`src/hw/rtl/cmdtok_pkg.sv`:
```
// ----------------------------------------------------------------------------
// cmdtok_pkg
// shared limits, result and state types for the command line tokenizer
// ----------------------------------------------------------------------------
package cmdtok_pkg;

  localparam int unsigned MAX_COMMAND_BYTES = 32767;
  localparam int unsigned MAX_ARGS          = 128;
  localparam int unsigned MAX_ARG_BYTES     = 4096;

  // results one item can cause, and the counter that holds 0..NRES
  localparam int unsigned NRES  = 4;
  localparam int unsigned IDX_W = $clog2(NRES);
  localparam int unsigned CNT_W = $clog2(NRES + 1);

  localparam int unsigned PEND_W    = 15;
  localparam int unsigned ARGLEN_W  = 16;
  localparam int unsigned ARGCNT_W  = 8;
  // byte count saturates one above the command limit
  localparam int unsigned BYTECNT_W = $clog2(MAX_COMMAND_BYTES + 2);

  localparam int unsigned IN_TDATA_W  = 8;
  localparam int unsigned OUT_TDATA_W = 40;

  typedef enum logic [1:0] {
    KIND_RUN    = 2'd0,
    KIND_END    = 2'd1,
    KIND_ACCEPT = 2'd2,
    KIND_REJECT = 2'd3
  } kind_e;

  typedef enum logic [2:0] {
    ST_OK           = 3'd0,
    ST_TOO_LONG     = 3'd1,
    ST_NUL          = 3'd2,
    ST_CONTROL      = 3'd3,
    ST_TOO_MANY     = 3'd4,
    ST_ARG_LONG     = 3'd5,
    ST_UNTERMINATED = 3'd6,
    ST_EMPTY        = 3'd7
  } status_e;

  typedef struct packed {
    kind_e                kind;
    logic [7:0]           out_byte;
    logic [PEND_W-1:0]    run_length;
    status_e              status;
    logic [ARGCNT_W-1:0]  arg_total;
    logic                 last_of_run;
  } res_t;

  typedef struct packed {
    logic                  inside_arg;
    logic                  quoting;
    logic                  saw_quote_or_char;
    logic [PEND_W-1:0]     pend_bs;
    logic [ARGLEN_W-1:0]   arg_len;
    logic [ARGCNT_W-1:0]   arg_cnt;
    logic [BYTECNT_W-1:0]  byte_cnt;
    status_e               first_err;
    logic                  saw_nul;
  } state_t;

  localparam state_t STATE_RESET = '{
    inside_arg:        1'b0,
    quoting:           1'b0,
    saw_quote_or_char: 1'b0,
    pend_bs:           '0,
    arg_len:           '0,
    arg_cnt:           '0,
    byte_cnt:          '0,
    first_err:         ST_OK,
    saw_nul:           1'b0
  };

endpackage

```
`src/hw/rtl/cmdtok_step.sv`:
```
// ----------------------------------------------------------------------------
// cmdtok_step
// next parser state and the group of results caused by one command item
// ----------------------------------------------------------------------------
module cmdtok_step (
  input  cmdtok_pkg::state_t                        st_i,
  input  logic [7:0]                                byte_i,
  input  logic                                      has_i,
  input  logic                                      last_i,
  output cmdtok_pkg::state_t                        st_o,
  output cmdtok_pkg::res_t [cmdtok_pkg::NRES-1:0]   res_o,
  output logic [cmdtok_pkg::CNT_W-1:0]              cnt_o
);

  localparam logic [7:0] CHAR_SPACE = 8'h20;
  localparam logic [7:0] CHAR_TAB   = 8'h09;
  localparam logic [7:0] CHAR_CR    = 8'h0d;
  localparam logic [7:0] CHAR_BSL   = 8'h5c;
  localparam logic [7:0] CHAR_QUOTE = 8'h22;
  localparam logic [7:0] CHAR_NUL   = 8'h00;

  function automatic logic is_blank(input logic [7:0] b);
    return (b == CHAR_SPACE) || ((b >= CHAR_TAB) && (b <= CHAR_CR));
  endfunction

  function automatic logic [cmdtok_pkg::ARGLEN_W-1:0] grow(
    input logic [cmdtok_pkg::ARGLEN_W-1:0] len,
    input logic [cmdtok_pkg::PEND_W-1:0]   k
  );
    logic [cmdtok_pkg::ARGLEN_W:0] sum;
    sum = {1'b0, len} + (cmdtok_pkg::ARGLEN_W + 1)'(k);
    return sum[cmdtok_pkg::ARGLEN_W] ? '1 : sum[cmdtok_pkg::ARGLEN_W-1:0];
  endfunction

  function automatic cmdtok_pkg::res_t mk(
    input cmdtok_pkg::kind_e              kind,
    input logic [7:0]                     b,
    input logic [cmdtok_pkg::PEND_W-1:0]  len,
    input cmdtok_pkg::status_e            status,
    input logic [cmdtok_pkg::ARGCNT_W-1:0] total
  );
    cmdtok_pkg::res_t r;
    r.kind        = kind;
    r.out_byte    = b;
    r.run_length  = len;
    r.status      = status;
    r.arg_total   = total;
    r.last_of_run = 1'b0;
    return r;
  endfunction

  always_comb begin
    cmdtok_pkg::state_t                       s;
    cmdtok_pkg::res_t [cmdtok_pkg::NRES-1:0]  r;
    logic [cmdtok_pkg::CNT_W-1:0]             n;
    logic                                     go;
    logic                                     odd;
    logic [cmdtok_pkg::PEND_W-1:0]            half;
    logic [cmdtok_pkg::IDX_W-1:0]             tail;
    cmdtok_pkg::status_e                      st;

    s    = st_i;
    r    = '0;
    n    = '0;
    go   = 1'b0;
    odd  = 1'b0;
    half = '0;
    tail = '0;
    st   = cmdtok_pkg::ST_OK;

    if (has_i) begin
      if (s.byte_cnt <= cmdtok_pkg::BYTECNT_W'(cmdtok_pkg::MAX_COMMAND_BYTES)) begin
        s.byte_cnt = s.byte_cnt + 1'b1;
      end
      if (byte_i == CHAR_NUL) begin
        s.saw_nul = 1'b1;
      end

      if (s.first_err == cmdtok_pkg::ST_OK) begin
        go = 1'b1;
        // opening a new argument
        if (!s.inside_arg) begin
          if (is_blank(byte_i)) begin
            go = 1'b0;
          end else if (s.arg_cnt >= cmdtok_pkg::ARGCNT_W'(cmdtok_pkg::MAX_ARGS)) begin
            s.first_err = cmdtok_pkg::ST_TOO_MANY;
            go          = 1'b0;
          end else begin
            s.inside_arg        = 1'b1;
            s.quoting           = 1'b0;
            s.saw_quote_or_char = 1'b0;
            s.pend_bs           = '0;
            s.arg_len           = '0;
          end
        end

        if (go) begin
          if (byte_i == CHAR_BSL) begin
            if (s.pend_bs != '1) begin
              s.pend_bs = s.pend_bs + 1'b1;
            end
          end else if (byte_i == CHAR_QUOTE) begin
            // half the backslashes survive, an odd one escapes the quote
            odd  = s.pend_bs[0];
            half = s.pend_bs >> 1;
            if (half != '0) begin
              if (n < cmdtok_pkg::CNT_W'(cmdtok_pkg::NRES)) begin
                r[n[cmdtok_pkg::IDX_W-1:0]] = mk(cmdtok_pkg::KIND_RUN, CHAR_BSL, half,
                                                 cmdtok_pkg::ST_OK, '0);
                n = n + 1'b1;
              end
              s.arg_len = grow(s.arg_len, half);
            end
            s.pend_bs = '0;
            if (odd) begin
              if (n < cmdtok_pkg::CNT_W'(cmdtok_pkg::NRES)) begin
                r[n[cmdtok_pkg::IDX_W-1:0]] = mk(cmdtok_pkg::KIND_RUN, CHAR_QUOTE,
                                                 cmdtok_pkg::PEND_W'(1),
                                                 cmdtok_pkg::ST_OK, '0);
                n = n + 1'b1;
              end
              s.arg_len = grow(s.arg_len, cmdtok_pkg::PEND_W'(1));
            end else begin
              s.quoting = !s.quoting;
            end
            s.saw_quote_or_char = 1'b1;
          end else begin
            if (s.pend_bs != '0) begin
              if (n < cmdtok_pkg::CNT_W'(cmdtok_pkg::NRES)) begin
                r[n[cmdtok_pkg::IDX_W-1:0]] = mk(cmdtok_pkg::KIND_RUN, CHAR_BSL, s.pend_bs,
                                                 cmdtok_pkg::ST_OK, '0);
                n = n + 1'b1;
              end
              s.arg_len = grow(s.arg_len, s.pend_bs);
            end
            s.pend_bs = '0;

            if (!s.quoting && is_blank(byte_i)) begin
              // whitespace closes the argument
              if (s.quoting) begin
                s.first_err = cmdtok_pkg::ST_UNTERMINATED;
              end else if (!s.saw_quote_or_char && (s.arg_len == '0)) begin
                s.first_err = cmdtok_pkg::ST_EMPTY;
              end else begin
                if (n < cmdtok_pkg::CNT_W'(cmdtok_pkg::NRES)) begin
                  r[n[cmdtok_pkg::IDX_W-1:0]] = mk(cmdtok_pkg::KIND_END, '0, '0,
                                                   cmdtok_pkg::ST_OK, '0);
                  n = n + 1'b1;
                end
                s.arg_cnt    = s.arg_cnt + 1'b1;
                s.inside_arg = 1'b0;
              end
            end else if (byte_i < CHAR_SPACE) begin
              s.first_err = cmdtok_pkg::ST_CONTROL;
            end else begin
              if (n < cmdtok_pkg::CNT_W'(cmdtok_pkg::NRES)) begin
                r[n[cmdtok_pkg::IDX_W-1:0]] = mk(cmdtok_pkg::KIND_RUN, byte_i,
                                                 cmdtok_pkg::PEND_W'(1),
                                                 cmdtok_pkg::ST_OK, '0);
                n = n + 1'b1;
              end
              s.arg_len           = grow(s.arg_len, cmdtok_pkg::PEND_W'(1));
              s.saw_quote_or_char = 1'b1;
              if (s.arg_len > cmdtok_pkg::ARGLEN_W'(cmdtok_pkg::MAX_ARG_BYTES)) begin
                s.first_err = cmdtok_pkg::ST_ARG_LONG;
              end
            end
          end
        end
      end
    end

    if (last_i) begin
      // end of command closes an open argument
      if ((s.first_err == cmdtok_pkg::ST_OK) && s.inside_arg) begin
        if (s.pend_bs != '0) begin
          if (n < cmdtok_pkg::CNT_W'(cmdtok_pkg::NRES)) begin
            r[n[cmdtok_pkg::IDX_W-1:0]] = mk(cmdtok_pkg::KIND_RUN, CHAR_BSL, s.pend_bs,
                                             cmdtok_pkg::ST_OK, '0);
            n = n + 1'b1;
          end
          s.arg_len = grow(s.arg_len, s.pend_bs);
        end
        s.pend_bs = '0;
        if (s.quoting) begin
          s.first_err = cmdtok_pkg::ST_UNTERMINATED;
        end else if (!s.saw_quote_or_char && (s.arg_len == '0)) begin
          s.first_err = cmdtok_pkg::ST_EMPTY;
        end else begin
          if (n < cmdtok_pkg::CNT_W'(cmdtok_pkg::NRES)) begin
            r[n[cmdtok_pkg::IDX_W-1:0]] = mk(cmdtok_pkg::KIND_END, '0, '0,
                                             cmdtok_pkg::ST_OK, '0);
            n = n + 1'b1;
          end
          s.arg_cnt    = s.arg_cnt + 1'b1;
          s.inside_arg = 1'b0;
        end
      end

      if (s.byte_cnt > cmdtok_pkg::BYTECNT_W'(cmdtok_pkg::MAX_COMMAND_BYTES)) begin
        st = cmdtok_pkg::ST_TOO_LONG;
      end else if (s.saw_nul) begin
        st = cmdtok_pkg::ST_NUL;
      end else begin
        st = s.first_err;
      end
      if (n < cmdtok_pkg::CNT_W'(cmdtok_pkg::NRES)) begin
        r[n[cmdtok_pkg::IDX_W-1:0]] = mk((st == cmdtok_pkg::ST_OK) ? cmdtok_pkg::KIND_ACCEPT
                                                                   : cmdtok_pkg::KIND_REJECT,
                                         '0, '0, st, s.arg_cnt);
        n = n + 1'b1;
      end
      s = cmdtok_pkg::STATE_RESET;
    end

    if (n != '0) begin
      tail                = n[cmdtok_pkg::IDX_W-1:0] - 1'b1;
      r[tail].last_of_run = 1'b1;
    end

    st_o  = s;
    res_o = r;
    cnt_o = n;
  end

endmodule

```
`src/hw/rtl/command_line_tokenizer.sv`:
```
// ----------------------------------------------------------------------------
// command_line_tokenizer
// splits a byte stream into arguments under windows quoting rules
// ----------------------------------------------------------------------------
//  channel  dir  tdata                                     tuser      tlast
//  s_axis   in   in_byte                                   has_byte   last
//  m_axis   out  out_byte, run_length, status, arg_total   kind       last_of_run
//
//  an item is registered at the input, then parsed combinationally into a
//  registered group of up to four results
//  an item causing k results (k >= 1) occupies the result group until its last
//  result is taken; items of at most one result stream at one per cycle,
//  and results drain one per cycle through m_axis, while m_axis_tready is high
//  reset is asynchronous and clears parser state, input and group valids
//  a stall on m_axis backs up through the group and input registers
// ----------------------------------------------------------------------------
module command_line_tokenizer (
  input  logic                               clk_i,
  input  logic                               rst_ni,
  input  logic                               s_axis_tvalid,
  output logic                               s_axis_tready,
  // [7:0] in_byte
  input  logic [cmdtok_pkg::IN_TDATA_W-1:0]  s_axis_tdata,
  // [0] has_byte
  input  logic [0:0]                         s_axis_tuser,
  input  logic                               s_axis_tlast,
  output logic                               m_axis_tvalid,
  input  logic                               m_axis_tready,
  // [7:0] out_byte, [22:8] run_length, [25:23] status, [33:26] arg_total
  output logic [cmdtok_pkg::OUT_TDATA_W-1:0] m_axis_tdata,
  // [1:0] kind
  output logic [1:0]                         m_axis_tuser,
  output logic                               m_axis_tlast
);

  // input register
  logic                                     in_vld_q;
  logic [7:0]                               in_byte_q;
  logic                                     in_has_q;
  logic                                     in_last_q;

  // parser state and result group
  cmdtok_pkg::state_t                       st_q;
  cmdtok_pkg::state_t                       st_d;
  cmdtok_pkg::res_t [cmdtok_pkg::NRES-1:0]  grp_q;
  cmdtok_pkg::res_t [cmdtok_pkg::NRES-1:0]  grp_d;
  logic [cmdtok_pkg::CNT_W-1:0]             grp_cnt_q;
  logic [cmdtok_pkg::CNT_W-1:0]             grp_cnt_d;

  logic                                     grp_free;
  logic                                     load;
  logic                                     take;
  cmdtok_pkg::res_t                         head;

  cmdtok_step u_step (
    .st_i   (st_q),
    .byte_i (in_byte_q),
    .has_i  (in_has_q),
    .last_i (in_last_q),
    .st_o   (st_d),
    .res_o  (grp_d),
    .cnt_o  (grp_cnt_d)
  );

  assign take          = m_axis_tvalid && m_axis_tready;
  assign grp_free      = (grp_cnt_q == '0) ||
                         ((grp_cnt_q == cmdtok_pkg::CNT_W'(1)) && m_axis_tready);
  assign load          = in_vld_q && grp_free;
  assign s_axis_tready = !in_vld_q || load;

  always_ff @(posedge clk_i or negedge rst_ni) begin
    if (!rst_ni) begin
      in_vld_q <= 1'b0;
    end else if (s_axis_tready) begin
      in_vld_q <= s_axis_tvalid;
    end
  end

  always_ff @(posedge clk_i) begin
    if (s_axis_tvalid && s_axis_tready) begin
      in_byte_q <= s_axis_tdata[7:0];
      in_has_q  <= s_axis_tuser[0];
      in_last_q <= s_axis_tlast;
    end
  end

  always_ff @(posedge clk_i or negedge rst_ni) begin
    if (!rst_ni) begin
      st_q      <= cmdtok_pkg::STATE_RESET;
      grp_cnt_q <= '0;
    end else if (load) begin
      st_q      <= st_d;
      grp_cnt_q <= grp_cnt_d;
    end else if (take) begin
      grp_cnt_q <= grp_cnt_q - 1'b1;
    end
  end

  // the group shifts down as results leave, head is always slot zero
  always_ff @(posedge clk_i) begin
    if (load) begin
      grp_q <= grp_d;
    end else if (take) begin
      for (int i = 0; i < cmdtok_pkg::NRES - 1; i++) begin
        grp_q[i] <= grp_q[i+1];
      end
    end
  end

  assign head          = grp_q[0];
  assign m_axis_tvalid = (grp_cnt_q != '0);
  assign m_axis_tuser  = head.kind;
  assign m_axis_tlast  = head.last_of_run;
  assign m_axis_tdata  = {6'b0, head.arg_total, head.status, head.run_length, head.out_byte};

`ifndef NO_ASSERTIONS
  a_grp_cnt_range: assert property (@(posedge clk_i) disable iff (!rst_ni)
    grp_cnt_q <= cmdtok_pkg::CNT_W'(cmdtok_pkg::NRES))
    else $error("result group count out of range");

  a_last_gives_status: assert property (@(posedge clk_i) disable iff (!rst_ni)
    load && in_last_q |=> m_axis_tvalid)
    else $error("final item produced no status result");

  a_last_resets_state: assert property (@(posedge clk_i) disable iff (!rst_ni)
    load && in_last_q |=> st_q == cmdtok_pkg::STATE_RESET)
    else $error("parser state not cleared after final item");

  a_tlast_on_tail: assert property (@(posedge clk_i) disable iff (!rst_ni)
    m_axis_tvalid |-> (m_axis_tlast == (grp_cnt_q == cmdtok_pkg::CNT_W'(1))))
    else $error("last_of_run not on the final result of the group");

  a_no_load_while_busy: assert property (@(posedge clk_i) disable iff (!rst_ni)
    load && m_axis_tvalid |-> take && m_axis_tlast)
    else $error("group overwritten before drained");
`endif

endmodule

```
`config.mk`:
```
export PLATFORM = sky130hd
export DESIGN_NAME = command_line_tokenizer
export DESIGN_NICKNAME = d
export VERILOG_FILES = /design/src/hw/rtl/cmdtok_pkg.sv /design/src/hw/rtl/cmdtok_step.sv /design/src/hw/rtl/command_line_tokenizer.sv
export SDC_FILE = /design/constraint.sdc
export NUM_CORES = 1
export LEC_CHECK = 0
export ABC_AREA = 1
export ABC_CLOCK_PERIOD_IN_PS = 15650
export BUFFER_PORTS_ARGS = -buffer_cell sky130_fd_sc_hd__buf_4
export CELL_PAD_IN_SITES_DETAIL_PLACEMENT = 1
export CELL_PAD_IN_SITES_GLOBAL_PLACEMENT = 2
export CORE_ASPECT_RATIO = 0.6
export CORE_MARGIN = 5
export CORE_UTILIZATION = 40
export CTS_BUF_LIST = sky130_fd_sc_hd__clkbuf_2
export DETAILED_ROUTE_END_ITERATION = 16
export HOLD_SLACK_MARGIN = 0.15
export PLACE_DENSITY_LB_ADDON = 0.1
export SLEW_MARGIN = 5
export SYNTH_ARGS = -nofsm -noshare
export SYNTH_HDL_FRONTEND = slang
export SYNTH_HIERARCHICAL = 1
export SYNTH_SLANG_ARGS = --single-unit
```
`constraint.sdc`:
```
create_clock -name clk_i -period 15.65 [get_ports clk_i]
set_input_delay 0.7825 -clock clk_i [delete_from_list [all_inputs] [get_ports clk_i]]
set_output_delay 0.7825 -clock clk_i [all_outputs]
set_load 0.005 [all_outputs]
```
### After elaboration in Yosys (flattened, before gate mapping)

Index checks and enable logic that the tools add are counted.

* shift operators: 0
* magnitude comparators: 24
* $mul: 0
* bitwise gates (word level): 9
* equal/unequal tests: 5
* $add $sub $neg: 16
* divide/modulo/power cells: 0
* muxes and demuxes: 171
* reduce and logical (&&, ||, !) cells: 35

Operator list (count)
* $mux 148: 25
* $bwmux 148: 4
* $mux 37: 15
* $demux 37 s2: 6
* $mux 16: 24
* $not 144->144: 2
* $mux 34: 7
* $mux 111: 2
* $mux 3: 54
* $and 144x144->144: 1
* $and 36x144->144: 1
* $and 34x136->136: 1
* $not 136->136: 1
* $mux 62: 2
* $mux 42: 2
* $mux 8: 8
* $reduce_bool 15->1: 3
* $add 16x1->17 const B: 2
* $add 16x15->17: 2
* $logic_not 16->1: 2
* $mux 32: 1
* $mux 15: 2
* $mux 24: 1
* $lt 2x3->1 const B: 6
* other kinds (31): 86

* bits of input ports: 14
* logic and storage cells: 298
* bits in read-only memories: 0
* output and inout port bits: 45
* latch bits: 0
* RAM bits: 0
* register bits: 224
* memories: 0

### Longest topological paths before layout

Gate-level depths: netlist of the first run.

* word-level depth: 48
* gate-level depth with buffers: 72
* gate-level depth less buffers: 66

### Hierarchy

Netlist of the first run, hierarchy kept.

Modules (own cells, without submodules)
* cmdtok_step: area each 9836.9 um^2, times used 1, sequential area each 0.0 um^2, cells each 1976
* command_line_tokenizer: area each 9116.2 um^2, times used 1, sequential area each 6396.1 um^2, cells each 862

### Worst setup path after synthesis of the first run

OpenSTA, ideal clock, no wires.

* kind: register to register
* start: register in_byte_q[1]
* end: register grp_q[104] (netlist name), data pin
* buffers on the path: 9
* setup slack: 7.479 ns
* required time: 15.517 ns
* cell stages (with the launch flop): 67
* library setup time: 0.133 ns
* clock period less this slack: 8.171 ns
* arrival time: 8.039 ns
* cells stage by stage: edfxtp_1 inv_2 nand2_1 nand2_1 nand2_1 nand2_2 nand3_4 buf_6 buf_6 buf_6 buf_6 nand2_1 inv_1 ha_1 fa_1 nor3b_1 nor2_1 nor2_1 [... 31 more ...] nand2_1 nor2_1 nand3_1 nor2_2 nand3_2 buf_6 nand3_1 nand3_1 nand2_1 inv_1 ha_1 nand2_2 nand4_4 buf_6 nor2_1 buf_4 nand2_1 nand2_1

RTL lines
* start: declaration: line command_line_tokenizer.sv:38 `logic [7:0] in_byte_q;`
* start signal: assignment: line command_line_tokenizer.sv:81 `in_byte_q <= s_axis_tdata[7:0];`
* end signal: assignment: line command_line_tokenizer.sv:102 `grp_q <= grp_d;`
* end signal: indexed assignment: line command_line_tokenizer.sv:105 `grp_q[i] <= grp_q[i+1];`
* end: declaration: line command_line_tokenizer.sv:45 `cmdtok_pkg::res_t [cmdtok_pkg::NRES-1:0] grp_q;`

==> results of run 1 <==
-- area by class of cell --
| cell class | instances | area share |
|---|---|---|
| multi-input cells | 2216 | 0.534 |
| inverters | 258 | 0.0488 |
| clock inverters | 13 | 0.00402 |
| flip-flops and latches | 224 | 0.321 |
| clock buffers | 84 | 0.0211 |
| diodes | 4 | 0.000502 |
| well taps | 630 | 0.0395 |
| repair buffers | 79 | 0.0313 |
-- power breakdown --
part,internal (W),leakage (nW),total (W),switching [W]
sequential,0.000973,2.43,0.00109,0.000114
clock,0.000158,0.383,0.000421,0.000263
combinational,0.000557,7.27,0.00209,0.00154
total,0.00169,10.1,0.00360,0.00191
-- Yosys cell counts (4+ instances only) --
master and instances:
nand2_1 1136, nor2_1 303, inv_1 233, nand3_1 198, edfxtp_1 158, a21oi_1 110, buf_4 85, ha_1 73
dfrtp_1 66, o21ai_0 64, nand4_1 34, xor2_1 31, nor2_2 30, nor3_1 30, buf_2 28, clkbuf_1 26
nand2_2 25, o21ai_1 24, inv_2 23, o22ai_1 15, xnor2_1 14, buf_6 11, nor3_2 11, nor4_1 10
nor2_4 9, nand3_2 8, nand3b_1 8, o21a_1 6, a31oi_1 5, o21ai_2 5, o21bai_1 5, nand2_4 4
-- cells by family after synthesis --
kind of cell	after synthesis
compound gates	254
xor+xnor	46
fa+ha+maj	76
buf+inv	410
flops	224
other cells	2
simple gates	1826
-- timing repair --
action,CTS,global route
buffers inserted,0,0
hold endpoints to repair,23,0
hold buffers,12,0
-- worst min path at each step --
stage                   endpoint  slack (ns)  cells after the start
floorplan               st_q[26]        0.45                      2
global placement    grp_cnt_q[1]        0.46                      2
detailed placement      st_q[17]        0.47                      2
CTS                     st_q[46]        0.17                      2
global route            st_q[46]        0.21                      2
finish                  st_q[46]        0.24                      2
-- flip-flops by register name (all words and copies together) (netlist names) --
register and count:
grp_cnt_q 3, in_last_q 1, in_has_q 1, m_axis_tlast 1, m_axis_tdata 34, in_vld_q 1
grp_q 111, in_byte_q 8, st_q 62, m_axis_tuser 2
-- per-layer routing --
layer,global-route usage,part of all wire
met5,0,0
met4,0.0364,0.011
met3,0.0804,0.11
met2,0.387,0.37
met1,0.466,0.51
-- per-stage QoR --
| step | hold WS (ns) | instance area (sq um) | std cells | setup slack, ns | total power [W] |
|---|---|---|---|---|---|
| finish | 0.238 | 19900 | 3508 | 4.53 | 0.00360 |
| global route | 0.213 | 19900 | 3506 | 3.61 | 0.00388 |
| CTS | 0.166 | 19900 | 3504 | 4.79 | 0.00359 |
| detailed placement | 0.468 | 19300 | 3395 | 4.90 | 0.00315 |
| global placement | 0.462 | 19300 | 3395 | 5.26 | 0.00311 |
| floorplan | 0.449 | 19000 | 2850 | 7.48 | 0.00257 |
-- layout by cell type (no fill, tap or decap), drive strengths merged, types with 4 or more instances in the layout --
cell / n
nand2: 1165
nor2: 344
inv: 256
nand3: 209
edfxtp: 158
a21oi: 111
o21ai: 93
clkbuf: 84
ha: 73
buf: 67
dfrtp: 66
nor3: 41
nand4: 35
xor2: 32
o22ai: 15
xnor2: 14
conb: 14
clkinv: 13
dlygate4sd3: 12
nor4: 10
nand3b: 9
o21a: 6
o21bai: 5
a31oi: 5
diode: 4
nor3b: 4
==> results_dict.tcl, run 1 <==
set metrics [dict create \
    numPortBuffers 52 \
    rsz0062_at_grt "no" \
    crit_end "m_axis_tdata[12]" \
    synth_edf_count 158 \
    cts.clk_slew.worst_paths_ns 0.12 \
    yosys.area.top_type "edfxtp_1" \
    drive_gt1_frac 0.0988 \
    grt.total_usage 0.289 \
    cp-start-kind "register" \
    drt_iter0_markers 1977 \
    overflow 0 \
    cts_resized 0 \
    layout_min_cycle_time_ns 11.12 \
    slew_headroom 0.167 \
    synth_top_family_by_area "simple AND/OR/NAND/NOR gates" \
    cts_tree "built" \
    routedWlPerCell_um 21.9 \
    cp.arrival_ns 11.92 \
    worst_path_most_repeated_cell "nand2_1" \
    ir_worst_vdd_v 0.000117 \
    syn_area_sq_um 19000 \
    leakagePower_nw 10.1 \
    rr_startpoint "in_byte_q[1]" \
    synth-simple-area-share 0.411 \
    cts_made_buffers 54 \
    grt_max_degree 125 \
    die_w_um 291 \
    yosys-top-cells-area "edfxtp_1 25%, nand2_1 22%, dfrtp_1 8.7%, nor2_1 6.0%, nand3_1 5.2%" \
    die_area_sq_um 52000 \
    finalClockSkew_ns 0.0531 \
    status "finished clean" \
    synth.avg_cell_area_sq_um 6.68 \
    crit_family "simple AND/OR/NAND/NOR gates" \
    htreeDepth 2 \
    totalWireLength_mm 76.9 \
    clock_sinks 224 \
    route.vias.total 19300 \
    regArea_sq_um 6400 \
    ys_types 61 \
    clock_latency_ns 0.94 \
    io_pins 59 \
    period_share 0.710 \
    cp.depth 60 \
    synthMuxAreaShare 0 \
    crit_buf_inv 4 \
    synth_ff_type "edfxtp_1" \
    multiInputGateArea_sq_um 10600 \
    cp-startpoint "in_byte_q[1]" \
    area_growth_pct 5.20 \
    max_cap_violations 0 \
    synthCells 2838 \
    synth-seq-area-share 0.337 \
    grt_pass1_wl_mm 116 \
    clockBufferDepth 3 \
    path_max_fanout 54 \
    cp.required_ns 16.45 \
    root_buffer "clkbuf_2" \
    first_global_vias 18800 \
    critPathSlowestCell "nand3_4" \
    num_rows 61 \
    async_reset_ff_frac 0.295 \
    dpl.hpwl_mm 58.9 \
    cp-end-kind "register" \
    setup_violations 0 \
    critical_path_class "register to register" \
    antenna_left 0 \
    yosys_warnings 6 \
    r2r_cells 60 \
    gp_congestion 0.997 \
    ys_ff_latch 224 \
    via_per_inst 5.50 \
    max_freq_mhz 90.0 \
    reg2reg_to "m_axis_tdata[12]" \
    reg2reg_slack_ns 4.53 \
    dr.pass1.iters 5 \
    min_path_type "primary input to asynchronous set/reset pin" \
    antenna_found_initial 3 \
    hold_viol 0 \
    core_sq_um 46600 \
    max_stage_delay_ns 0.54 \
    post-route-util 0.428 \
    synth_compound_gate_area_share 0.0740 \
    final.setup.tns_ns 0 \
    yosys.area_share.xor_xnor 0.0217 \
    nNetsFinal 2923 \
    drv_slew 0 \
    start_util 0.407 \
    yosysTopAreaCellShare 0.250 \
    tightest_slew_ns 1.25 \
    die_height_um 179 \
    powerDensity_nw_per_um2 181 \
    n_fill_cell 6188 \
    synth_fa_ha_area_frac 0.0514 \
    drcViolationCount 0 \
]
No activity file was read; power rests on OpenSTA's default activity.
==> run 2: changes to the inputs <==
- ABC_AREA: 1 -> 0
- ABC_CLOCK_PERIOD_IN_PS: 15650 -> 9900
- CORE_UTILIZATION: 40 -> 38
- clock period: 15.65 -> 9.9 ns (I/O delays scaled with it)
==> results_dict.tcl, run 2 <==
set metrics [dict create \
    status "finished clean" \
    rr_startpoint "in_byte_q[5]" \
    antenna_left 0 \
    top_register "grp_q" \
    final_area_sq_um 22700 \
    drt_iter0_markers 2037 \
    core_sq_um 49400 \
    antenna_found_initial 3 \
    synthTopCellsByCount "226 x nor2_1, 158 x edfxtp_1, 150 x mux2_4" \
    yosysTopAreaCellShare 0.250 \
    layout_commonest_cell "buf_4" \
    num_rows 63 \
    grt_pass1_wl_mm 121 \
    synth-seq-area-share 0.337 \
    reg2reg_slack_ns 0.09 \
    cp-startpoint "in_byte_q[5]" \
    drive_gt1_frac 0.320 \
    totalWireLength_mm 84.7 \
    gp_congestion 1.03 \
    synth.avg_cell_area_sq_um 9.50 \
    hold_viol 0 \
    die_height_um 183 \
    yosys_warnings 6 \
    route.vias.total 18100 \
    postLayoutSetupSlackWorst_ns 0.0935 \
    max_stage_delay_ns 0.47 \
    crit_family "compound AO/OA/AOI/OAI gates" \
    crit_buf_inv 12 \
    cp-start-kind "register" \
    max_cap_violations 0 \
    r2r_cells 43 \
    clock_sinks 224 \
    reg2reg_to "grp_q[37]" \
    yosys.area.top_type "edfxtp_1" \
    setup_violations 0 \
    hold_ws_ns 0.287 \
    synth.most_common_cell "nor2_1" \
    async_reset_ff_frac 0.295 \
    overflow 0 \
    dpl.hpwl_mm 64.3 \
    max_freq_mhz 102 \
    cp.arrival_ns 10.47 \
    syn_area_sq_um 19000 \
    htreeDepth 2 \
    largest_reg_flops 111 \
    ir_worst_vdd_v 0.000275 \
    slew_headroom 0.258 \
    finalClockSkew_ns 0.0632 \
    area_growth_pct 19.4 \
    first_global_vias 17500 \
    final_cell_mix "303 x buf_4, 225 x nor2_1, 158 x edfxtp_1" \
    powerDensity_nw_per_um2 258 \
    post-route-util 0.459 \
    cp.required_ns 10.56 \
    clockBufferDepth 3 \
    numPortBuffers 52 \
    leakagePower_nw 9.61 \
    placed_area_sq_um 21100 \
    via_per_inst 6.19 \
    synth_edf_count 158 \
    yosys-top-cells-area "edfxtp_1 25%, mux2_4 12%, dfrtp_1 8.7%, ha_1 4.8%, nor2_1 4.5%" \
    synth_ff_type "edfxtp_1" \
    routedWlPerCell_um 28.9 \
    ys_ff_latch 224 \
    grt.total_usage 0.294 \
    cp-end-kind "register" \
    critPathSlowestCell "edfxtp_1" \
    io_pins 59 \
    synthCells 1999 \
    cts_made_buffers 54 \
    cts_tree "built" \
    cp.depth 43 \
    start_util 0.384 \
    pre_cts_slack_ns -0.268 \
    drcViolationCount 0 \
    nNetsFinal 2325 \
    tightest_slew_ns 1.10 \
    ys_types 101 \
    worst_path_most_repeated_cell "buf_4" \
    path_max_fanout 12 \
    final.setup.tns_ns 0 \
    root_buffer "clkbuf_2" \
    dr.pass1.iters 5 \
    critical_path_class "register to register" \
    die_w_um 299 \
    drv_slew 0 \
    layout_min_cycle_time_ns 9.81 \
    crit_end "grp_q[37]" \
    period_share 0.991 \
    clock_latency_ns 0.93 \
    die_area_sq_um 54700 \
    min_path_type "primary input to asynchronous set/reset pin" \
    grt_max_degree 76 \
    cts.clk_slew.worst_paths_ns 0.17 \
]
## run 2: worst min path at each step
stage / from / to / slack (ns)
finish: rst_ni / st_q[44] / 0.29
global route: s_axis_tdata[4] / in_byte_q[4] / 0.20
CTS: s_axis_tdata[4] / in_byte_q[4] / 0.20
detailed placement: rst_ni / st_q[56] / 0.38
global placement: rst_ni / st_q[51] / 0.37
floorplan: rst_ni / grp_cnt_q[0] / 0.20
## run 2: final cells by class
class | instances | area, sq um
flip-flops and latches | 224 | 6400
clock buffers | 79 | 395
well taps | 650 | 813
multi-input cells | 1545 | 11900
clock inverters | 21 | 146
diodes | 3 | 7.51
fillers | 5596 | 26800
repair buffers | 330 | 2670
inverters | 80 | 300
## run 2: through the flow
| step | std cells | power [W] |
|---|---|---|
| after global placement | 2766 | 0.00484 |
| final | 2932 | 0.00585 |
| after floorplan | 2011 | 0.00382 |
| after detailed placement | 2766 | 0.00491 |
| after global routing | 2930 | 0.00615 |
| after CTS | 2887 | 0.00567 |
## run 2: worst min-delay path: stages
cell and delay (ns):
dlygate4sd3_1 0.52, buf_4 0.14, buf_4 0.62
## run 2: kinds of logic after synthesis
kind of cell | count (synthesis) | synth area share
buf+inv | 242 | 0.0675
compound gates | 526 | 0.199
other cells | 2 | 0.000396
flops | 224 | 0.337
mux | 185 | 0.139
simple gates | 688 | 0.180
xor+xnor | 56 | 0.0258
fa+ha+maj | 76 | 0.0513
## run 2: per-layer routing
layer | global-route usage | routed length (um) | vias to the layer above
li1 | - | - | 7978
met1 | 0.475 | 42300 | 9240
met2 | 0.373 | 31100 | 844
met3 | 0.109 | 10500 | 83
met4 | 0.0334 | 862 | 2
met5 | 0 | 13 | -
## run 2: what timing repair did
item / CTS / global route
setup buffers: 6 / 37
gates cloned: 0 / 5
gates resized for setup: 17 / 97
pin swaps: 7 / 38
setup endpoints to repair: 112 / 123
hold buffers: 15 / 0
hold endpoints to repair: 80 / 0
## run 2: where the power goes
group	internal, W	total, W	switching [W]
sequential	0.00152	0.00169	0.000168
clock	0.000271	0.000699	0.000428
combinational	0.00155	0.00346	0.00191
total	0.00334	0.00585	0.00251
==> run 3: changes to the inputs <==
- ABC_CLOCK_PERIOD_IN_PS: 9900 -> 12310
- CORE_UTILIZATION: 38 -> 46
- clock period: 9.9 -> 12.31 ns (I/O delays scaled with it)
==> results_dict.tcl, run 3 (synthesis gave the netlist of run 2 again) <==
set metrics [dict create \
    place_inst 2494 \
    dpl.hpwl_mm 58.0 \
    antenna_left 0 \
    p_switching_w 0.00188 \
    largest_reg_flops 111 \
    cp-end-kind "register" \
    leakagePower_nw 8.48 \
    layout_min_cycle_time_ns 11.96 \
    max_cap_violations 0 \
    critPathSlowestCell "a221o_1" \
    intPower_w 0.00239 \
    reg2reg_slack_ns 0.35 \
    numPortBuffers 52 \
    period_share 0.971 \
    top_register "grp_q" \
    final_cell_mix "226 x nor2_1, 158 x edfxtp_1, 150 x mux2_4" \
    drt_iter0_markers 1709 \
    die_area_sq_um 45600 \
    grt_max_degree 150 \
    min_path_type "primary input to asynchronous set/reset pin" \
    die_w_um 272 \
    root_buffer "clkbuf_2" \
    route.vias.total 17000 \
    cp-start-kind "register" \
    max_stage_delay_ns 0.74 \
    die_height_um 167 \
    drv_slew 0 \
    cts.clk_slew.worst_paths_ns 0.12 \
    worst_path_most_repeated_cell "ha_1" \
    cp.required_ns 12.95 \
    grt.total_usage 0.325 \
    via_per_inst 6.54 \
    clock_sinks 224 \
    drcViolationCount 0 \
    final.setup.tns_ns 0 \
    slew_headroom 0.165 \
    antenna_found_initial 1 \
    setup_violations 0 \
    tightest_slew_ns 1.25 \
    gp_congestion 1.04 \
    hold_viol 0 \
    core_sq_um 40700 \
    cp-startpoint "in_byte_q[1]" \
    p_comb_frac 0.557 \
    start_util 0.467 \
    status "finished clean" \
    overflow 0 \
    cts_made_buffers 52 \
    cp.arrival_ns 12.59 \
    p_clk_frac 0.118 \
    n_fill_cell 4672 \
    num_rows 57 \
    io_pins 59 \
    fin_total_pwr_w 0.00427 \
    cts_tree "built" \
    crit_end "grp_q[107]" \
    critical_path_class "register to register" \
    r2r_cells 39 \
    stdcell_count 2606 \
    path_max_fanout 42 \
    clock_latency_ns 0.92 \
    dr.pass1.iters 5 \
    grt_pass1_wl_mm 113 \
    first_global_vias 16900 \
    final_area_sq_um 20200 \
    max_freq_mhz 83.6 \
    ir_worst_vdd_v 0.000508 \
    layout_commonest_cell "nor2_1" \
    clockBufferDepth 3 \
    htreeDepth 2 \
    routedWlPerCell_um 29.3 \
    reg2reg_to "grp_q[107]" \
    drive_gt1_frac 0.208 \
    pwr-share-seq 0.325 \
    nNetsFinal 2122 \
    p_sw_frac 0.440 \
    rr_startpoint "in_byte_q[1]" \
    placed_area_sq_um 19600 \
    totalWireLength_mm 76.4 \
    area_growth_pct 6.64 \
    powerDensity_nw_per_um2 211 \
    finalClockSkew_ns 0.0717 \
]
## run 3: changes by cell type in the layout (fill, tap and decap cells not counted), moves of 6 or more
cell,delta
buf_4,-189
ha_1,+14
and2_1,+13
and2_4,-12
a21oi_1,+9
a21oi_2,-8
ha_4,-8
a32oi_1,+6
a32oi_2,-6
ha_2,-6
nand3_1,+6
o21ai_0,+6
## run 3: critical path: cells and delay by family, from the launching register on
family / cells / cell delay (ns)
compound gates: 21 / 5.95
simple gates: 6 / 1.85
buf+inv: 6 / 1.45
fa+ha+maj: 4 / 1.34
flops: 1 / 0.53
mux: 1 / 0.35
xor+xnor: 1 / 0.16
## run 3: worst min-delay path by stage
| stage | start | endpoint | slack [ns] | cells past startpoint |
|---|---|---|---|---|
| 2_1_floorplan | rst_ni | grp_cnt_q[0] | 0.32 | 0 |
| 3_3_place_gp | st_q[0] | st_q[0] | 0.49 | 1 |
| 3_5_place_dp | st_q[0] | st_q[0] | 0.52 | 1 |
| 4_1_cts | s_axis_tuser | in_has_q | 0.33 | 2 |
| 5_1_grt | s_axis_tdata[2] | in_byte_q[2] | 0.32 | 2 |
| 6_report | rst_ni | st_q[58] | 0.36 | 2 |
## run 3: per-layer routing
metal,global-route usage,wire length (um),vias to the layer above,part of all wire
li1,-,-,7568,-
met1,0.492,36600,8621,0.48
met2,0.419,28700,783,0.38
met3,0.166,10400,69,0.14
met4,0.0392,687,0,0.0090
met5,0,0,-,0
## run 3: power groups by stage
stage	sequential [W]	combinational [W]	clock [W]
after global placement	0.00138	0.00224	0
after floorplan	0.00133	0.00172	0
after global routing	0.00141	0.00251	0.000570
after detailed placement	0.00140	0.00229	0
final	0.00139	0.00238	0.000505
after CTS	0.00138	0.00231	0.000523
## run 3: metrics by stage
stage | utilization | setup WS, ns | hold WS [ns]
2_1_floorplan | - | 1.62 | 0.320
3_3_place_gp | 0.482 | 0.611 | 0.494
3_5_place_dp | 0.482 | 0.144 | 0.516
4_1_cts | 0.497 | 0.109 | 0.335
5_1_grt | 0.498 | -0.0822 | 0.318
6_report | 0.498 | 0.355 | 0.360
## run 3: repair_timing
item | in CTS | in global routing
setup endpoints to repair | 0 | 123
buffers inserted | 0 | 2
hold buffers | 13 | 0
resized for setup | 0 | 10
hold endpoints to repair | 80 | 0
## run 3: area by class of cell
cell class                 instances  area (sq um)  share of cell area
inverter                          80           300              0.0148
tap                              531           664              0.0328
multi-input combinational       1545         11400               0.563
sequential                       224          6400               0.316
clock inverter                    11          50.0             0.00247
antenna                            3          7.51            0.000371
timing repair buffer             129          1020              0.0502
clock buffer                      83           415              0.0205
